File: src/sv/cbe_pkg.sv
package cbe_pkg;

  localparam int unsigned NewtonStepsDef = 8;
  localparam int unsigned BisectStepsDef = 24;

  localparam int unsigned FieldW = 19;
  localparam int unsigned CtrlXW = 17;
  localparam int unsigned CfgIdxW = 3;
  localparam int unsigned CfgDataW = 19;

  localparam int unsigned TW = 31;
  localparam int unsigned OpW = 34;
  localparam int unsigned PrdW = 37;
  localparam int unsigned AccW = 40;
  localparam int unsigned DvdW = 62;
  localparam int unsigned DvsW = 36;

  localparam logic [TW-1:0] QOneT = TW'(1073741824);
  localparam logic signed [AccW-1:0] QOne = AccW'(1073741824);
  localparam logic signed [AccW-1:0] QTol = AccW'(1074);

  typedef enum logic [CfgIdxW-1:0] {
    REG_MODE = 3'd0,
    REG_X1   = 3'd1,
    REG_Y1   = 3'd2,
    REG_X2   = 3'd3,
    REG_Y2   = 3'd4
  } cfg_reg_e;

  typedef struct packed {
    logic go;
    logic done;
  } div_ctl_t;

endpackage

File: src/sv/cbe_mul.sv
module cbe_mul (
  input  logic                             clk_i,
  input  logic signed [cbe_pkg::OpW-1:0]   a_i,
  input  logic signed [cbe_pkg::OpW-1:0]   b_i,
  output logic signed [cbe_pkg::PrdW-1:0]  prod_o
);

  logic [cbe_pkg::OpW-2:0]     mag_a, mag_b;
  logic [2*cbe_pkg::OpW-3:0]   full;
  logic [cbe_pkg::PrdW-1:0]    shr;
  logic signed [cbe_pkg::PrdW-1:0] prod_d, prod_q;

  always_comb begin
    mag_a = a_i[cbe_pkg::OpW-1] ? (cbe_pkg::OpW-1)'(-a_i) : a_i[cbe_pkg::OpW-2:0];
    mag_b = b_i[cbe_pkg::OpW-1] ? (cbe_pkg::OpW-1)'(-b_i) : b_i[cbe_pkg::OpW-2:0];
    full  = mag_a * mag_b;
    shr   = {1'b0, full[2*cbe_pkg::OpW-3:30]};
    prod_d = (a_i[cbe_pkg::OpW-1] ^ b_i[cbe_pkg::OpW-1]) ? -$signed(shr) : $signed(shr);
  end

  always_ff @(posedge clk_i) begin
    prod_q <= prod_d;
  end

  assign prod_o = prod_q;

endmodule

File: config.mk
export PLATFORM = sky130hd
export DESIGN_NAME = cbe_mul
export DESIGN_NICKNAME = d
export VERILOG_FILES = /design/src/sv/cbe_pkg.sv /design/src/sv/cbe_mul.sv
export SDC_FILE = /design/constraint.sdc
export NUM_CORES = 2
export LEC_CHECK = 0
export ABC_AREA = 1
export BUFFER_PORTS_ARGS = -buffer_cell sky130_fd_sc_hd__clkbuf_2
export CORE_UTILIZATION = 25
export CTS_CLUSTER_SIZE = 28
export DETAILED_ROUTE_END_ITERATION = 8
export PLACE_DENSITY_LB_ADDON = 0.1
export SYNTH_ARGS = -nofsm -noshare
export SYNTH_HDL_FRONTEND = slang
export SYNTH_SLANG_ARGS = --single-unit
export TNS_END_PERCENT = 30
File: constraint.sdc
create_clock -name clk_i -period 23.7 [get_ports clk_i]
set_input_delay 0 -clock clk_i [delete_from_list [all_inputs] [get_ports clk_i]]
set_output_delay 0 -clock clk_i [all_outputs]
set_load 0.02 [all_outputs]
==> flow_metrics.env <==
export IMPL_slowest_stage="clkinv_1"
export IMPL_final_max_slew_viol_count=0
export IMPL_cp_start_kind="input port"
export IMPL_fmax_ghz=0.0912
export IMPL_clk_pin_slew_ns=0.06
export IMPL_ioPinCount=106
export IMPL_dp_cells=7275
export IMPL_end_kind="register"
export IMPL_synth_edff_count=0
export IMPL_fin_nets=6514
export IMPL_fin_crit_ns=10.96
export IMPL_hold_violations=0
export IMPL_num_vias=32750
export IMPL_crit_path_max_fanout=25
export IMPL_cts_buffer_depth=2
export IMPL_rsz0062_at_grt="false"
export IMPL_worst_path_most_repeated_cell="nand2_1"
export IMPL_worst_slew_margin_rel=0.137
export IMPL_cap_viol_max_count=0
export IMPL_synth_top_cells_by_area="fa_1 (48%), inv_1 (13%), nand2_1 (11%), ha_1 (8.3%), nor2_1 (6.2%)"
export IMPL_post_cts_resized=0
export IMPL_ys_seq_area_frac=0.0187
export IMPL_h_tree_depth=2
export IMPL_dieArea_sq_um=160000
export IMPL_cts_sinks=37
export IMPL_syn_area_sq_um=39600
export IMPL_drive_gt1_frac=0.0633
export IMPL_fillerInstances=17504
export IMPL_grt_busiest_layer="met2"
export IMPL_hpwl_um=136000
export IMPL_first_pass_iters=5
export IMPL_cp_slowest_stage_delay_ns=0.75
export IMPL_clockRootBuffer="clkbuf_16"
export IMPL_gp_congestion=0.885
export IMPL_multi_input_area_sq_um=33000
export IMPL_syn_nets=6507
export IMPL_yosysWarningCount=0
export IMPL_grt_pass1_wl_um=247000
export IMPL_critical_path_class="input port to register"
export IMPL_dieHeight_um=400
export IMPL_drc=0
export IMPL_synth_main_ff_cell="dfxtp_1"
export IMPL_routed_wl_um=166000
export IMPL_cp_data_required_time_ns=23.88
export IMPL_start_util=0.253
export IMPL_ant_nets=0
export IMPL_final_cell_count_no_fill=7283
export IMPL_synth_top_area_frac=0.484
export IMPL_wl_per_cell_um=22.7
export IMPL_synth_area_leader_cell="fa_1"
export IMPL_diodes=0
export IMPL_met2_usage=0.372
export IMPL_hold_slack_ns=0.728
export IMPL_setup_viol=0
export IMPL_cp_arrival_ns=11.14
export IMPL_ys_types=52
export IMPL_cts_tree="built"
export IMPL_die_width_um=400
export IMPL_via_per_inst=4.50
export IMPL_numPortBuffers=105
export IMPL_fp_coreArea_sq_um=157000
export IMPL_async_reset_ff_frac=0
export IMPL_cts_hold_buf=0
export IMPL_grtUsageMet3=0.00857
export IMPL_antenna_found_initial=5
export IMPL_grtUsageMet1=0.291
export IMPL_largest_reg_flops=37
export IMPL_cts_setup_buffers=0
export IMPL_grt_max_degree=40
export IMPL_syn_inst=5217
export IMPL_finalCritPeriodShare=0.462
export IMPL_outcome="finished, final reports clean"
export IMPL_overflow=0
export IMPL_drt_iter0_drc=2202
export IMPL_avgSynthCellArea_sq_um=7.59
export IMPL_grt_pass1_vias=36068
export IMPL_worst_slew_pin_slew_ns=1.28
export IMPL_hp_class="register to primary output"
export IMPL_synth_seq_cells=37
export IMPL_cts_buffers=5
export IMPL_grt_use_total=0.213
export IMPL_setup_tns_ns=0
export IMPL_ff_latch_area_sq_um=741
export IMPL_rows=145
export IMPL_area_growth_synth_to_final_pct=7.93
[worst paths after layout]
kind	startpoint	end	slack (ns)	cells past startpoint
max	a_i[0]	prod_o[28]	12.74	48
min	prod_o[7]	prod_o[7]	0.73	1
[critical path, delay by kind of cell]
kind                       cells  cell delay (ns)
AOI/OAI and AO/OA              2             0.57
adders and majority gates     10             4.55
buffers and inverters         12             2.28
and+or+nand+nor               24             3.67
[through the flow]
| step | instance area (sq um) | setup WS [ns] | utilization |
|---|---|---|---|
| global route | 42800 | 12.17 | 0.273 |
| finish | 42800 | 12.74 | 0.273 |
| CTS | 42800 | 12.72 | 0.273 |
| global placement | 42600 | 12.49 | 0.272 |
| detailed placement | 42600 | 12.44 | 0.272 |
| floorplan | 39600 | 14.90 | - |
[placed cells by master, fill, tap and decap left out, types with 3 or more instances in the layout]
master / count
inv_4: 3
o21ai_1: 3
ha_1: 264
nand4_1: 24
nand3_2: 9
xnor2_1: 10
or2_2: 13
inv_2: 14
o21ai_0: 77
nor4_1: 14
xor2_2: 15
inv_1: 1347
o21ai_2: 4
nand2_1: 1170
clkinv_1: 18
a21o_1: 4
nand3_1: 109
clkbuf_2: 105
nor2_4: 5
a21oi_1: 101
nor2_2: 37
xor2_1: 35
dfxtp_1: 37
nand2_2: 26
fa_1: 957
clkbuf_16: 5
o21bai_1: 15
nor2_1: 659
buf_4: 79
nand3b_1: 11
nor3_1: 24
o211ai_1: 4
[routing by layer]
metal,share of wire,vias up
met2,0.49,700
li1,-,14857
met3,0.031,118
met5,0,-
met1,0.46,17075
met4,0.023,0
[cells in the mapped netlist, types with 11 or more instances]
cell      number
nor2_1       659
inv_2         12
a21oi_1      101
o21ai_0       78
buf_6         11
nand3_1      109
inv_1       1353
nand4_1       24
clkinv_1      14
xor2_1        46
dfxtp_1       37
ha_1         264
nand2_1     1177
xnor2_1       11
buf_2         23
nor3_1        24
nor2_2        37
or2_2         13
nand2_2       19
clkbuf_1     136
o21bai_1      15
nand3b_1      11
nor4_1        14
fa_1         957
[cells by family (layout without fill, tap and decap cells)]
logic type,after synthesis,count (layout),synth area share
buffers and inverters,1567,1575,0.152
adder cells (fa/ha/maj),1221,1221,0.567
XOR/XNOR,62,62,0.0147
flip-flops,37,37,0.0187
AND/OR/NAND/NOR,2114,2114,0.218
AO/OA/AOI/OAI,216,216,0.0300
[layout make-up]
class                   instances  area share
repair buffers                184      0.0262
well taps                    2058      0.0602
flip-flops and latches         37      0.0173
inverters                    1383       0.122
multi-input cells            3613       0.771
clock inverters                 2    0.000234
clock buffers                   6     0.00301
Power is not shown: default switching activity piles up to over one toggle a cycle in this logic, so the estimate is an artifact.
