<file path="config.mk">
export PLATFORM = sky130hd
export DESIGN_NAME = cbe_div
export DESIGN_NICKNAME = d
export VERILOG_FILES = /design/src/sv/cbe_pkg.sv /design/src/sv/cbe_div.sv
export SDC_FILE = /design/constraint.sdc
export NUM_CORES = 1
export LEC_CHECK = 0
export ABC_AREA = 1
export BUFFER_PORTS_ARGS = -buffer_cell sky130_fd_sc_hd__buf_2
export CAP_MARGIN = 20
export CORE_AREA = 3 3 137 139
export CTS_BUF_LIST = sky130_fd_sc_hd__clkbuf_4 sky130_fd_sc_hd__clkbuf_8
export DETAILED_ROUTE_END_ITERATION = 10
export DIE_AREA = 0 0 140 142
export GPL_TIMING_DRIVEN = 0
export HOLD_SLACK_MARGIN = 0.06
export PLACE_DENSITY_LB_ADDON = 0.3
export SLEW_MARGIN = 20
export SYNTH_ARGS = -nofsm -noshare
export SYNTH_HDL_FRONTEND = slang
export SYNTH_SLANG_ARGS = --single-unit
</file>
<file path="constraint.sdc">
create_clock -name clk_i -period 3.4 [get_ports clk_i]
set_input_delay 0.34 -clock clk_i [delete_from_list [all_inputs] [get_ports clk_i]]
set_output_delay 0.34 -clock clk_i [all_outputs]
set_load 0.005 [all_outputs]
</file>
<file path="src/sv/cbe_pkg.sv">
package cbe_pkg;

  localparam int unsigned NewtonStepsDef = 8;
  localparam int unsigned BisectStepsDef = 24;

  localparam int unsigned FieldW = 19;
  localparam int unsigned CtrlXW = 17;
  localparam int unsigned CfgIdxW = 3;
  localparam int unsigned CfgDataW = 19;

  localparam int unsigned TW = 31;
  localparam int unsigned OpW = 34;
  localparam int unsigned PrdW = 37;
  localparam int unsigned AccW = 40;
  localparam int unsigned DvdW = 62;
  localparam int unsigned DvsW = 36;

  localparam logic [TW-1:0] QOneT = TW'(1073741824);
  localparam logic signed [AccW-1:0] QOne = AccW'(1073741824);
  localparam logic signed [AccW-1:0] QTol = AccW'(1074);

  typedef enum logic [CfgIdxW-1:0] {
    REG_MODE = 3'd0,
    REG_X1   = 3'd1,
    REG_Y1   = 3'd2,
    REG_X2   = 3'd3,
    REG_Y2   = 3'd4
  } cfg_reg_e;

  typedef struct packed {
    logic go;
    logic done;
  } div_ctl_t;

endpackage

</file>
<file path="src/sv/cbe_div.sv">
module cbe_div (
  input  logic                          clk_i,
  input  logic                          rst_ni,
  input  cbe_pkg::div_ctl_t             ctl_i,
  output cbe_pkg::div_ctl_t             ctl_o,
  input  logic [cbe_pkg::DvdW-1:0]      dividend_i,
  input  logic [cbe_pkg::DvsW-1:0]      divisor_i,
  output logic [cbe_pkg::DvdW-1:0]      quotient_o
);

  localparam int unsigned CntW = $clog2(cbe_pkg::DvdW + 1);

  logic [cbe_pkg::DvsW-1:0] rem_q, dvs_q;
  logic [cbe_pkg::DvdW-1:0] quo_q;
  logic [CntW-1:0]          cnt_q;
  logic                     run_q, done_q;
  logic [cbe_pkg::DvsW:0]   shifted, diff;
  logic                     fit;

  always_comb begin
    shifted = {rem_q, quo_q[cbe_pkg::DvdW-1]};
    diff    = shifted - {1'b0, dvs_q};
    fit     = shifted >= {1'b0, dvs_q};
  end

  always_ff @(posedge clk_i or negedge rst_ni) begin
    if (!rst_ni) begin
      run_q  <= 1'b0;
      done_q <= 1'b0;
      cnt_q  <= '0;
    end else begin
      done_q <= 1'b0;
      if (ctl_i.go) begin
        run_q <= 1'b1;
        cnt_q <= '0;
      end else if (run_q) begin
        if (cnt_q == CntW'(cbe_pkg::DvdW - 1)) begin
          run_q  <= 1'b0;
          done_q <= 1'b1;
        end
        cnt_q <= cnt_q + 1'b1;
      end
    end
  end

  always_ff @(posedge clk_i) begin
    if (ctl_i.go) begin
      rem_q <= '0;
      quo_q <= dividend_i;
      dvs_q <= divisor_i;
    end else if (run_q) begin
      rem_q <= fit ? diff[cbe_pkg::DvsW-1:0] : shifted[cbe_pkg::DvsW-1:0];
      quo_q <= {quo_q[cbe_pkg::DvdW-2:0], fit};
    end
  end

  assign ctl_o.go   = run_q;
  assign ctl_o.done = done_q;
  assign quotient_o = quo_q;

endmodule

</file>
==> results.sh <==
export IMPL_outcome="complete, no violations"
export IMPL_cts_resized_gates=0
export IMPL_viasPerCell=4.920
export IMPL_use_met1_pct=30.55
export IMPL_dp_slack_ns=0.08692
export IMPL_rsz0062_at_grt="no"
export IMPL_path_class="primary input to flop"
export IMPL_rows=49
export IMPL_firstDrtPassIters=5
export IMPL_grt_pass1_vias=7776
export IMPL_synthTopCellsByArea="edfxtp_1, nand2_1, dfxtp_1"
export IMPL_cts_inserted_buffers=17
export IMPL_cts_root_buf="clkbuf_8"
export IMPL_grt_max_degree=40
export IMPL_yosys_most_used_dff="edfxtp_1"
export IMPL_use_met2_pct=39.02
export IMPL_grt_antenna_before_repair=1
export IMPL_max_freq_mhz=357.4
export IMPL_drive_above_1_share_pct=18.13
export IMPL_dieHeight_um=142
export IMPL_synthSimpleGateAreaFrac_pct=34.29
export IMPL_grt_pass1_wl_mm=37.67
export IMPL_synth_top_family_by_area="simple AND/OR/NAND/NOR gates"
export IMPL_r2r_setup_slack_ns=0.88
export IMPL_clock_latency_ns=0.46
export IMPL_worst_slack_ns=0.6020
export IMPL_p_total_mw=6.448
export IMPL_grt_overflow=0
export IMPL_cp_start_kind="primary input"
export IMPL_finClkSkew_ns=0.02091
export IMPL_drv_cap=0
export IMPL_synth_commonest_cells="nand2_1, inv_1, edfxtp_1, nand3_1, nor2_1"
export IMPL_drv_slew=0
export IMPL_synth_compound_area_share_pct=4.057
export IMPL_wl_mm=22.89
export IMPL_synth_most_common_cell="nand2_1"
export IMPL_initial_core_util_pct=49.09
export IMPL_track_usage_pct=23.45
export IMPL_core_um2=17780
export IMPL_synth_fa_ha_area_share_pct=5.677
export IMPL_drt_iter0_drc=583
export IMPL_synth_top_cell_by_area="edfxtp_1"
export IMPL_setup_violations_final=0
export IMPL_ys_seq_area_share_pct=44.27
export IMPL_ys_seq_elements=142
export IMPL_end_kind="flop"
export IMPL_rr_worst_depth=14
export IMPL_async_reset_ff_share_pct=5.634
export IMPL_cts_sinks=142
export IMPL_die_x_um=140
export IMPL_hold_path_startpoint="divisor_i[35]"
export IMPL_setup_tns_ns=0
export IMPL_synth_xor_area_share_pct=1.806
export IMPL_grt_busiest_layer="met2"
export IMPL_fin_nets=1530
export IMPL_cts_buffer_depth=2
export IMPL_min_period_ns=2.798
export IMPL_min_period_over_period_pct=82.30
export IMPL_finish_utilization_pct=59.43
export IMPL_yosysUniqueCellTypes=39
export IMPL_netlist_area_um2=8728
export IMPL_synthMuxAreaShare_pct=0
export IMPL_irDropWorstVdd_v=0.0002708
export IMPL_synth_avg_cell_area_um2=7.467
export IMPL_syn_num_nets=1310
export IMPL_hpwl_mm=17.52
export IMPL_area_growth_pct=21.06
export IMPL_hold_viol_final=0
export IMPL_tightest_slew_ns=1.048
export IMPL_io_buffers=164
export IMPL_vias=8020
export IMPL_antenna_left=0
export IMPL_postCtsHoldBufs=36
export IMPL_power_per_cell_area_nw_per_um2=610.2
export IMPL_slew_headroom_pct=29.84
export IMPL_wire_per_inst_um=14.04
export IMPL_gp_congestion=1.010
export IMPL_pin_count=166
export IMPL_cts_tree="yes"
export IMPL_regToRegStartpoint="dvs_q[19]"
export IMPL_grt_util_met3_pct=6.284
export IMPL_worstPathArrival_ns=2.94
export IMPL_cp_max_fo=39
export IMPL_required_ns=3.54
export IMPL_synth_edff_count=98
export IMPL_die_area_um2=19880
export IMPL_synth_cells=1169
export IMPL_yosys_warnings=0
export IMPL_regArea_um2=3864
export IMPL_clkTransAtPathRegs_ns=0.08
export IMPL_fillCellCount=1690
export IMPL_min_path_type="primary input to flop"
export IMPL_crit_start="ctl_i[1]"
export IMPL_drc=0
export IMPL_multi_input_area_um2=4000
export IMPL_diodes=0
export IMPL_r2r_end="rem_q[13]"
export IMPL_synth_top_area_share_pct=33.72
export IMPL_critPathCapture="quotient_o[15]"
export IMPL_ctsHtreeMaxLevel=4
export IMPL_post_cts_setup_buffers=0
export IMPL_p_leak_nw=5.637
layer usage:
layer	vias to the layer above	wire (um)	part of all wire [%]
met2	239	10730	47
met1	3625	10130	44
met3	34	1659	7.2
li1	4120	-	-
met5	-	7	0.031
met4	2	365	1.6
worst min path at each step:
stage                      to  slack [ns]  cells after the start
finish              dvs_q[35]        0.09                      1
global route        dvs_q[35]        0.07                      1
CTS                 dvs_q[35]        0.08                      1
detailed placement     done_q        0.19                      1
global placement     cnt_q[5]        0.19                      1
floorplan            cnt_q[0]        0.04                      0
cells in the final DEF, fill, tap and decap left out, drive strengths merged:
master | netlist | layout
nand4 | 7 | 7
dfrtp | 8 | 8
fa | 1 | 1
ha | 38 | 38
and3 | 1 | 1
clkinvlp | 0 | 3
nand3b | 22 | 22
nand2 | 498 | 498
clkbuf | 15 | 32
o22ai | 1 | 1
nand3 | 89 | 89
inv | 175 | 179
buf | 18 | 183
nand2b | 1 | 1
and2 | 1 | 1
a21o | 3 | 3
nor4 | 1 | 1
clkinv | 0 | 7
xor2 | 1 | 1
a31oi | 1 | 1
a21oi | 27 | 27
edfxtp | 98 | 98
nor3 | 13 | 13
o21bai | 4 | 4
dfxtp | 36 | 36
nor2 | 62 | 62
o21ai | 30 | 30
dlygate4sd3 | 0 | 36
or2 | 1 | 1
xnor2 | 17 | 17
per-stage QoR:
stage	hold WS, ns	cells	instance area [um^2]
finish	0.09313	1630	10570
global route	0.06834	1630	10570
CTS	0.08359	1630	10570
detailed placement	0.1899	1563	9859
global placement	0.1902	1562	9836
floorplan	0.04441	1169	8728
critical path: stages:
cell	delay (ns)
buf_2	0.67
clkbuf_1	0.51
nor2_1	0.40
inv_1	0.19
clkbuf_4	0.49
buf_12	0.30
report_power, final:
group          switching (mW)  internal (mW)
clock                   0.733          0.512
sequential              0.156           2.13
combinational            1.78           1.14
total                    2.67           3.78
cell families (layout without fill, tap and decap cells):
logic type,count (synthesis),count (layout)
XOR/XNOR,18,18
AND/OR/NAND/NOR,696,696
flip-flops,142,142
AO/OA/AOI/OAI,66,66
adder cells (fa/ha/maj),39,39
buffers and inverters,208,440
sequential cells by signal, summed over array words and instances (netlist names):
signal      count
cnt_q           6
done_q          1
dvs_q          36
quotient_o     62
rem_q          36
run_q           1
layout make-up:
type	instances	area share, %
clock inverter	14	1.066
buffer	33	2.001
clock buffer	17	2.214
tap	229	2.712
inverter	175	6.217
multi-input combinational	819	37.86
timing repair buffer	201	11.37
sequential	142	36.57
(Power assumes the default switching activity.)
